`src/rtl/hca_pkg.sv`:
```
// ----------------------------------------------------------------------------
// hca_pkg: shared types and constants for the hybrid CA polynomial block
// Rule codes, dependence decode type, result status codes and sizes.
// ----------------------------------------------------------------------------
package hca_pkg;

  // Largest number of cells that enter the polynomial.
  localparam int unsigned MaxCells = 63;

  localparam int unsigned RuleW  = 8;
  localparam int unsigned PolyW  = 64;
  localparam int unsigned CountW = 6;

  // The eight linear rules.
  localparam logic [RuleW-1:0] Rule0   = 8'd0;
  localparam logic [RuleW-1:0] Rule60  = 8'd60;
  localparam logic [RuleW-1:0] Rule90  = 8'd90;
  localparam logic [RuleW-1:0] Rule102 = 8'd102;
  localparam logic [RuleW-1:0] Rule150 = 8'd150;
  localparam logic [RuleW-1:0] Rule170 = 8'd170;
  localparam logic [RuleW-1:0] Rule204 = 8'd204;
  localparam logic [RuleW-1:0] Rule240 = 8'd240;

  typedef enum logic [1:0] {
    StOk       = 2'd0,
    StInvalid  = 2'd1,
    StOverflow = 2'd2
  } status_t;

  // Decoded rule: whether it is linear, and its self, left and right terms.
  typedef struct packed {
    logic valid;
    logic dep_self;
    logic dep_left;
    logic dep_right;
  } rule_dec_t;

endpackage

```
`src/rtl/hca_rule_dec.sv`:
```
// ----------------------------------------------------------------------------
// hca_rule_dec: linear rule decoder
// Maps a rule number to its neighbor dependence bits, flags other rules.
// ----------------------------------------------------------------------------
module hca_rule_dec (
  input  logic [hca_pkg::RuleW-1:0] rule_code,
  output hca_pkg::rule_dec_t        dec
);

  always_comb begin
    dec = '0;
    case (rule_code)
      hca_pkg::Rule0: begin
        dec.valid = 1'b1;
      end
      hca_pkg::Rule60: begin
        dec = '{valid: 1'b1, dep_self: 1'b1, dep_left: 1'b1, dep_right: 1'b0};
      end
      hca_pkg::Rule90: begin
        dec = '{valid: 1'b1, dep_self: 1'b0, dep_left: 1'b1, dep_right: 1'b1};
      end
      hca_pkg::Rule102: begin
        dec = '{valid: 1'b1, dep_self: 1'b1, dep_left: 1'b0, dep_right: 1'b1};
      end
      hca_pkg::Rule150: begin
        dec = '{valid: 1'b1, dep_self: 1'b1, dep_left: 1'b1, dep_right: 1'b1};
      end
      hca_pkg::Rule170: begin
        dec = '{valid: 1'b1, dep_self: 1'b0, dep_left: 1'b0, dep_right: 1'b1};
      end
      hca_pkg::Rule204: begin
        dec = '{valid: 1'b1, dep_self: 1'b1, dep_left: 1'b0, dep_right: 1'b0};
      end
      hca_pkg::Rule240: begin
        dec = '{valid: 1'b1, dep_self: 1'b0, dep_left: 1'b1, dep_right: 1'b0};
      end
      default: begin
        dec = '0;
      end
    endcase
  end

endmodule

```
`src/rtl/hybrid_ca_char_poly.sv`:
```
// ----------------------------------------------------------------------------
// hybrid_ca_char_poly: characteristic polynomial of a hybrid linear CA
// Builds the GF(2) characteristic polynomial of a null-boundary hybrid
// cellular automaton from one rule number per cell request.
// ----------------------------------------------------------------------------
//
//   channel  | direction | payload
//   ---------+-----------+-------------------------------------------------
//   in_      | slave     | tdata: rule_code[7:0]; tlast: last_cell
//   out_     | master    | tdata: char_poly[63:0], poly_degree[69:64],
//            |           |        zero pad[71:70]; tuser: status[1:0]
//
// Each cell request is held in the input register, where the rule is decoded
// and the continuant recurrence (one shift and two XORs over the 64-bit
// polynomial) updates the state; a result moves to the output register in
// that same cycle. A new request is taken every cycle unless a request that
// yields a result waits on a busy output. A last cell passes the input, then the output register.
// Reset (rst_n low, synchronous) empties both registers and restores the
// constant polynomial. Only requests that produce a result wait on a
// stalled output; ordinary cells keep flowing while a result sits unclaimed.
// ----------------------------------------------------------------------------
module hybrid_ca_char_poly (
  input  logic        clk,
  input  logic        rst_n,

  input  logic        in_tvalid,
  output logic        in_tready,
  input  logic [7:0]  in_tdata,   // [7:0] rule_code
  input  logic        in_tlast,   // last_cell

  output logic        out_tvalid,
  input  logic        out_tready,
  output logic [71:0] out_tdata,  // [63:0] char_poly, [69:64] poly_degree, [71:70] zero
  output logic [1:0]  out_tuser   // [1:0] status
);

  localparam int unsigned PolyW  = hca_pkg::PolyW;
  localparam int unsigned CountW = hca_pkg::CountW;

  // Input register.
  logic                     in_v_r,    in_v_nxt;
  logic [hca_pkg::RuleW-1:0] in_rule_r, in_rule_nxt;
  logic                     in_last_r, in_last_nxt;

  // Recurrence state.
  logic [PolyW-1:0]  cur_poly_r,  cur_poly_nxt;
  logic [PolyW-1:0]  prev_poly_r, prev_poly_nxt;
  logic              right_dep_r, right_dep_nxt;
  logic [CountW-1:0] cell_count_r, cell_count_nxt;
  logic              ovf_r,       ovf_nxt;

  // Output register.
  logic              out_v_r,      out_v_nxt;
  logic [PolyW-1:0]  out_poly_r,   out_poly_nxt;
  logic [CountW-1:0] out_degree_r, out_degree_nxt;
  hca_pkg::status_t  out_status_r, out_status_nxt;

  hca_pkg::rule_dec_t dec;

  logic              needs_out;
  logic              out_free;
  logic              advance;
  logic              room;
  logic [PolyW-1:0]  upd_poly;
  logic [PolyW-1:0]  upd_prev;
  logic              upd_right;
  logic [CountW-1:0] upd_count;
  logic              upd_ovf;

  hca_rule_dec u_rule_dec (
    .rule_code (in_rule_r),
    .dec       (dec)
  );

  // A held request needs the output slot only if it yields a result: a
  // rejected rule or the last cell of an automaton.
  assign needs_out = in_v_r && (!dec.valid || in_last_r);
  assign out_free  = !out_v_r || out_tready;
  assign advance   = in_v_r && (!needs_out || out_free);
  assign in_tready = !in_v_r || advance;

  always_comb begin
    in_v_nxt    = in_v_r;
    in_rule_nxt = in_rule_r;
    in_last_nxt = in_last_r;
    if (in_tready) begin
      in_v_nxt    = in_tvalid;
      in_rule_nxt = in_tdata;
      in_last_nxt = in_tlast;
    end
  end

  // One step of the continuant recurrence:
  //   new = (x + self) * cur  XOR  (prior right AND this left ? prev : 0)
  // Cells past the limit leave the polynomial alone and mark overflow.
  assign room = cell_count_r < CountW'(hca_pkg::MaxCells);

  always_comb begin
    upd_poly  = cur_poly_r;
    upd_prev  = prev_poly_r;
    upd_right = right_dep_r;
    upd_count = cell_count_r;
    upd_ovf   = ovf_r;
    if (room) begin
      upd_poly = {cur_poly_r[PolyW-2:0], 1'b0};
      if (dec.dep_self) begin
        upd_poly = upd_poly ^ cur_poly_r;
      end
      if (right_dep_r && dec.dep_left) begin
        upd_poly = upd_poly ^ prev_poly_r;
      end
      upd_prev  = cur_poly_r;
      upd_right = dec.dep_right;
      upd_count = cell_count_r + CountW'(1);
    end else begin
      upd_ovf = 1'b1;
    end
  end

  always_comb begin
    cur_poly_nxt   = cur_poly_r;
    prev_poly_nxt  = prev_poly_r;
    right_dep_nxt  = right_dep_r;
    cell_count_nxt = cell_count_r;
    ovf_nxt        = ovf_r;
    if (advance && dec.valid) begin
      if (in_last_r) begin
        // The automaton is complete; start over for the next one.
        cur_poly_nxt   = PolyW'(1);
        prev_poly_nxt  = '0;
        right_dep_nxt  = 1'b0;
        cell_count_nxt = '0;
        ovf_nxt        = 1'b0;
      end else begin
        cur_poly_nxt   = upd_poly;
        prev_poly_nxt  = upd_prev;
        right_dep_nxt  = upd_right;
        cell_count_nxt = upd_count;
        ovf_nxt        = upd_ovf;
      end
    end
  end

  always_comb begin
    out_v_nxt      = out_v_r;
    out_poly_nxt   = out_poly_r;
    out_degree_nxt = out_degree_r;
    out_status_nxt = out_status_r;
    if (out_tready) begin
      out_v_nxt = 1'b0;
    end
    if (advance && needs_out) begin
      out_v_nxt = 1'b1;
      if (!dec.valid) begin
        // A rejected rule leaves the state untouched and reports zeros.
        out_poly_nxt   = '0;
        out_degree_nxt = '0;
        out_status_nxt = hca_pkg::StInvalid;
      end else begin
        out_poly_nxt   = upd_poly;
        out_degree_nxt = upd_count;
        out_status_nxt = upd_ovf ? hca_pkg::StOverflow : hca_pkg::StOk;
      end
    end
  end

  always_ff @(posedge clk) begin
    if (!rst_n) begin
      in_v_r       <= 1'b0;
      out_v_r      <= 1'b0;
      cur_poly_r   <= PolyW'(1);
      prev_poly_r  <= '0;
      right_dep_r  <= 1'b0;
      cell_count_r <= '0;
      ovf_r        <= 1'b0;
    end else begin
      in_v_r       <= in_v_nxt;
      out_v_r      <= out_v_nxt;
      cur_poly_r   <= cur_poly_nxt;
      prev_poly_r  <= prev_poly_nxt;
      right_dep_r  <= right_dep_nxt;
      cell_count_r <= cell_count_nxt;
      ovf_r        <= ovf_nxt;
    end
  end

  always_ff @(posedge clk) begin
    in_rule_r    <= in_rule_nxt;
    in_last_r    <= in_last_nxt;
    out_poly_r   <= out_poly_nxt;
    out_degree_r <= out_degree_nxt;
    out_status_r <= out_status_nxt;
  end

  assign out_tvalid = out_v_r;
  assign out_tdata  = {2'b00, out_degree_r, out_poly_r};
  assign out_tuser  = out_status_r;

  // A rejected rule always reports an empty polynomial.
  a_invalid_zero: assert property (@(posedge clk) disable iff (!rst_n)
    out_v_r && (out_status_r == hca_pkg::StInvalid) |-> (out_poly_r == '0) &&
    (out_degree_r == '0))
    else $error("rejected rule result carries a nonzero polynomial");

  // The characteristic polynomial is monic with the reported degree.
  a_monic: assert property (@(posedge clk) disable iff (!rst_n)
    out_v_r && (out_status_r != hca_pkg::StInvalid) |-> out_poly_r[out_degree_r])
    else $error("result polynomial lacks its leading coefficient");

  // With no cell taken the recurrence sits at its starting values.
  a_fresh_state: assert property (@(posedge clk) disable iff (!rst_n)
    (cell_count_r == '0) |-> (cur_poly_r == PolyW'(1)) && (prev_poly_r == '0) &&
    !right_dep_r)
    else $error("recurrence state not at its start with zero cells");

  // A held request only stalls when it needs a busy output register.
  a_stall_cause: assert property (@(posedge clk) disable iff (!rst_n)
    !in_tready |-> in_v_r && needs_out && out_v_r && !out_tready)
    else $error("input stalled without a pending result");

endmodule

```
`config.mk`:
```
export PLATFORM = sky130hd
export DESIGN_NAME = hybrid_ca_char_poly
export DESIGN_NICKNAME = d
export VERILOG_FILES = /design/src/rtl/hca_pkg.sv /design/src/rtl/hca_rule_dec.sv /design/src/rtl/hybrid_ca_char_poly.sv
export SDC_FILE = /design/constraint.sdc
export NUM_CORES = 1
export LEC_CHECK = 0
export BUFFER_PORTS_ARGS = -buffer_cell sky130_fd_sc_hd__buf_2
export CELL_PAD_IN_SITES_DETAIL_PLACEMENT = 1
export CELL_PAD_IN_SITES_GLOBAL_PLACEMENT = 1
export CORE_ASPECT_RATIO = 1.2
export CORE_MARGIN = 2
export CORE_UTILIZATION = 54
export CTS_BUF_LIST = sky130_fd_sc_hd__clkbuf_4 sky130_fd_sc_hd__clkbuf_8
export DETAILED_ROUTE_END_ITERATION = 7
export MAX_ROUTING_LAYER = met4
export PLACE_DENSITY = 0.88
export SLEW_MARGIN = 25
export SYNTH_ARGS = -nofsm -noshare
export SYNTH_HDL_FRONTEND = slang
export SYNTH_SLANG_ARGS = --single-unit
```
`constraint.sdc`:
```
create_clock -name clk -period 8.4 [get_ports clk]
set_input_delay 0.84 -clock clk [delete_from_list [all_inputs] [get_ports clk]]
set_output_delay 0.84 -clock clk [all_outputs]
set_load 0.01 [all_outputs]
```
==> impl_metrics.py <==
metrics = {
    "grt": {
        "grt-ovfl-total": 0,
        "antenna_found_initial": 0,
        "grt_pass1_wl_um": 42300,
        "grt_pass1_vias": 8046,
        "grt_max_degree": 67,
        "grt.total_usage": 0.253,
    },
    "yosys": {
        "synth-seq-cells": 219,
        "synth_top_family_by_area": "compound AO/OA/AOI/OAI gates",
        "synth-edff-count": 81,
        "synth_mux_area_frac": 0.00311,
        "synth-simple-area-share": 0.143,
        "synth_ff_type": "dfxtp_1",
        "ys_top_cells_by_area": "dfxtp_1 25%, edfxtp_1 22%, xnor3_1 13%, o2bb2ai_2 7.6%, nand2_1 6.6%",
        "synth-compound-area-share": 0.202,
        "synth_cells": 905,
        "ys_seq_area_frac": 0.478,
        "synth_area_leader_cell": "dfxtp_1",
        "synth_area_per_cell_um2": 12.0,
        "synth.most_common_cell": "nand2_1",
        "netlist_area_mm2": 0.0109,
        "synth_fa_ha_area_frac": 0.00115,
        "synth_top_cells_by_count": "191 x nand2_1, 138 x dfxtp_1, 81 x edfxtp_1",
        "ys_warn_count": 0,
        "ys_types": 53,
        "async_flop_share": 0,
        "yosys.area.top_type_share": 0.254,
        "synth_xor_area_frac": 0.131,
    },
    "sta": {
        "layout_min_cycle_time_ns": 4.54,
        "setup_viol": 0,
        "report.final.slew_viol_count": 0,
        "fin_crit_sh": 0.541,
        "holdWs_ns": 0.464,
        "fmax_ghz": 0.220,
        "fin_skew_ns": 0.0143,
        "final_hold_viol_count": 0,
        "worstMarginPinSlew_ns": 0.895,
        "final.setup.tns_ns": 0,
        "slew_headroom": 0.403,
        "rsz0062_at_grt": "no",
    },
    "critical_path": {
        "r2r_slack_ns": 4.28,
        "r2r-end": "out_poly_r[34]",
        "start_kind": "flop",
        "critPathRequiredTime_ns": 7.56,
        "r2r_cells": 7,
        "endpoint_kind": "output port",
        "critPathMaxFanout": 21,
        "crit_type": "reg2out",
        "r2r_start": "in_rule_r[6]",
        "critical_path_arrival_ns": 3.70,
    },
    "die": {
        "fp.dieW_um": 134,
        "row_count": 56,
        "die_y_um": 159,
        "initial_core_util": 0.554,
        "core-area_mm2": 0.0196,
        "io_pins": 89,
        "die-area_mm2": 0.0213,
    },
    "cts": {
        "clk_pin_slew_ns": 0.06,
        "clk-insertion-delay-late_ns": 0.52,
        "postCtsHoldBufs": 0,
        "cts-resized-gates": 0,
        "cts.path.max_buffers": 3,
        "root_buffer": "clkbuf_8",
        "cts_buffers": 36,
        "cts.sinks": 219,
        "post-cts-setup-buffer-count": 0,
        "cts_max_level": 2,
        "cts_tree": "built",
    },
    "worst_hold_path": {
        "hold_path_end": "prev_poly_r[16]",
        "holdPathStages": 2,
        "hp-class": "reg2reg",
        "hold_start": "prev_poly_r[16]",
    },
    "route": {
        "met3_length_um": 812,
        "vias_per_cell": 5.96,
        "first_pass_iters": 4,
        "top_layer_used": "met4",
        "wirelength_um": 25200,
        "wl_met2_um": 13200,
        "wirelength_met1_um": 10500,
        "post_drt_wl_per_cell_um": 20.2,
        "vias": 7446,
        "drc": 0,
        "drt_iter0_markers": 447,
        "detail-route-antenna-nets": 0,
    },
    "job": {
        "cap_viol_max_count": 0,
    },
    "cells_and_area": {
        "syn2layout_area_growth_pct": 10.8,
        "layout-drive-gt1-share": 0.232,
        "utilization": 0.614,
        "fillers": 2012,
        "insertedDiodeCount": 0,
        "nets": 978,
    },
    "pwr": {
        "p_clk_frac": 0.433,
        "pwr-share-seq": 0.530,
        "ir_drop_mv": 0.105,
        "p_comb_frac": 0.037,
        "internal_power_mw": 1.64,
        "p_leak_nw": 4.71,
        "switchingPower_mw": 0.473,
        "power.density_mw_per_mm2": 176,
        "p_total_mw": 2.12,
        "switching_share": 0.223,
    },
    "place": {
        "portBuffers": 86,
        "gp_congestion": 0.734,
        "dpl.hpwl_um": 14500,
    },
    "status": {
        "outcome": "completed",
    },
}
stage by stage:
step	cells	area [µm²]	worst slack, ns
2_1_floorplan	906	10900	3.06
3_3_place_gp	1187	11300	4.47
3_5_place_dp	1187	11300	4.30
4_1_cts	1249	12000	3.86
5_1_grt	1249	12000	3.59
6_report	1249	12000	3.86
placed cells by master (no fill, tap or decap), types with 7 or more instances in the layout:
cell type  count
a22o_1        12
nand3b_1      53
nor4bb_1      10
buf_4         11
clkbuf_4      14
clkbuf_8      41
buf_2         86
nand2_1      191
a21boi_0      56
nand3_1        7
edfxtp_1      81
dfxtp_1      138
nor2_1        14
xnor3_1       63
o2bb2ai_1     71
o2bb2ai_2     55
critical path: stages, from the launching register on:
cell and delay, ns:
edfxtp_1 0.61, or4bb_1 0.57, a21oi_1 0.19, mux4_2 0.32
nand2_1 0.48, o21ai_1 0.51, or2_2 0.32, buf_2 0.18
metal layers:
metal,vias to the layer above,GRT usage
li1,3456,-
met1,3781,0.295
met2,154,0.445
met3,55,0.0357
met4,0,0.0885
met5,-,-
power by group through the flow:
stage | clock (mW) | sequential [mW] | combinational, mW
after floorplan | 0 | 1.15 | 0.0509
after global placement | 0 | 1.14 | 0.0754
after detailed placement | 0 | 1.14 | 0.0776
after CTS | 0.939 | 1.12 | 0.0780
after global routing | 0.984 | 1.12 | 0.0833
final | 0.917 | 1.12 | 0.0774
sequential cells by signal (all words and copies together), names as in the netlist:
register / flops
prev_poly_r: 64
cell_count_r: 6
out_tvalid: 1
out_tuser: 2
in_last_r: 1
right_dep_r: 1
out_degree_r: 6
in_rule_r: 8
ovf_r: 1
in_v_r: 1
cur_poly_r: 64
out_poly_r: 64
area by class of cell:
| cell class | count | area (µm²) | area share |
|---|---|---|---|
| clock inverters | 7 | 32.5 | 0.00270 |
| multi-input cells | 607 | 5290 | 0.440 |
| clock buffers | 55 | 669 | 0.0556 |
| repair buffers | 97 | 513 | 0.0426 |
| well taps | 261 | 327 | 0.0271 |
| inverters | 3 | 11.3 | 0.000935 |
| flip-flops and latches | 219 | 5190 | 0.431 |
cells by family after synthesis:
family	Yosys count
multiplexers	2
AND/OR/NAND/NOR	313
other	1
AO/OA/AOI/OAI	225
flip-flops	219
XOR/XNOR	64
buffers and inverters	80
adder cells (fa/ha/maj)	1
how the worst max path moves through the flow:
stage | startpoint | endpoint | slack, ns | cells past startpoint
final | in_rule_r[3] | in_tready | 3.86 | 7
after global routing | in_rule_r[3] | in_tready | 3.59 | 7
after CTS | in_rule_r[3] | in_tready | 3.86 | 7
after detailed placement | in_rule_r[3] | out_poly_r[30] | 4.30 | 7
after global placement | in_rule_r[3] | out_poly_r[29] | 4.47 | 7
after floorplan | in_rule_r[4] | out_degree_r[0] | 3.06 | 8
No activity file was read; power rests on OpenSTA's default activity.
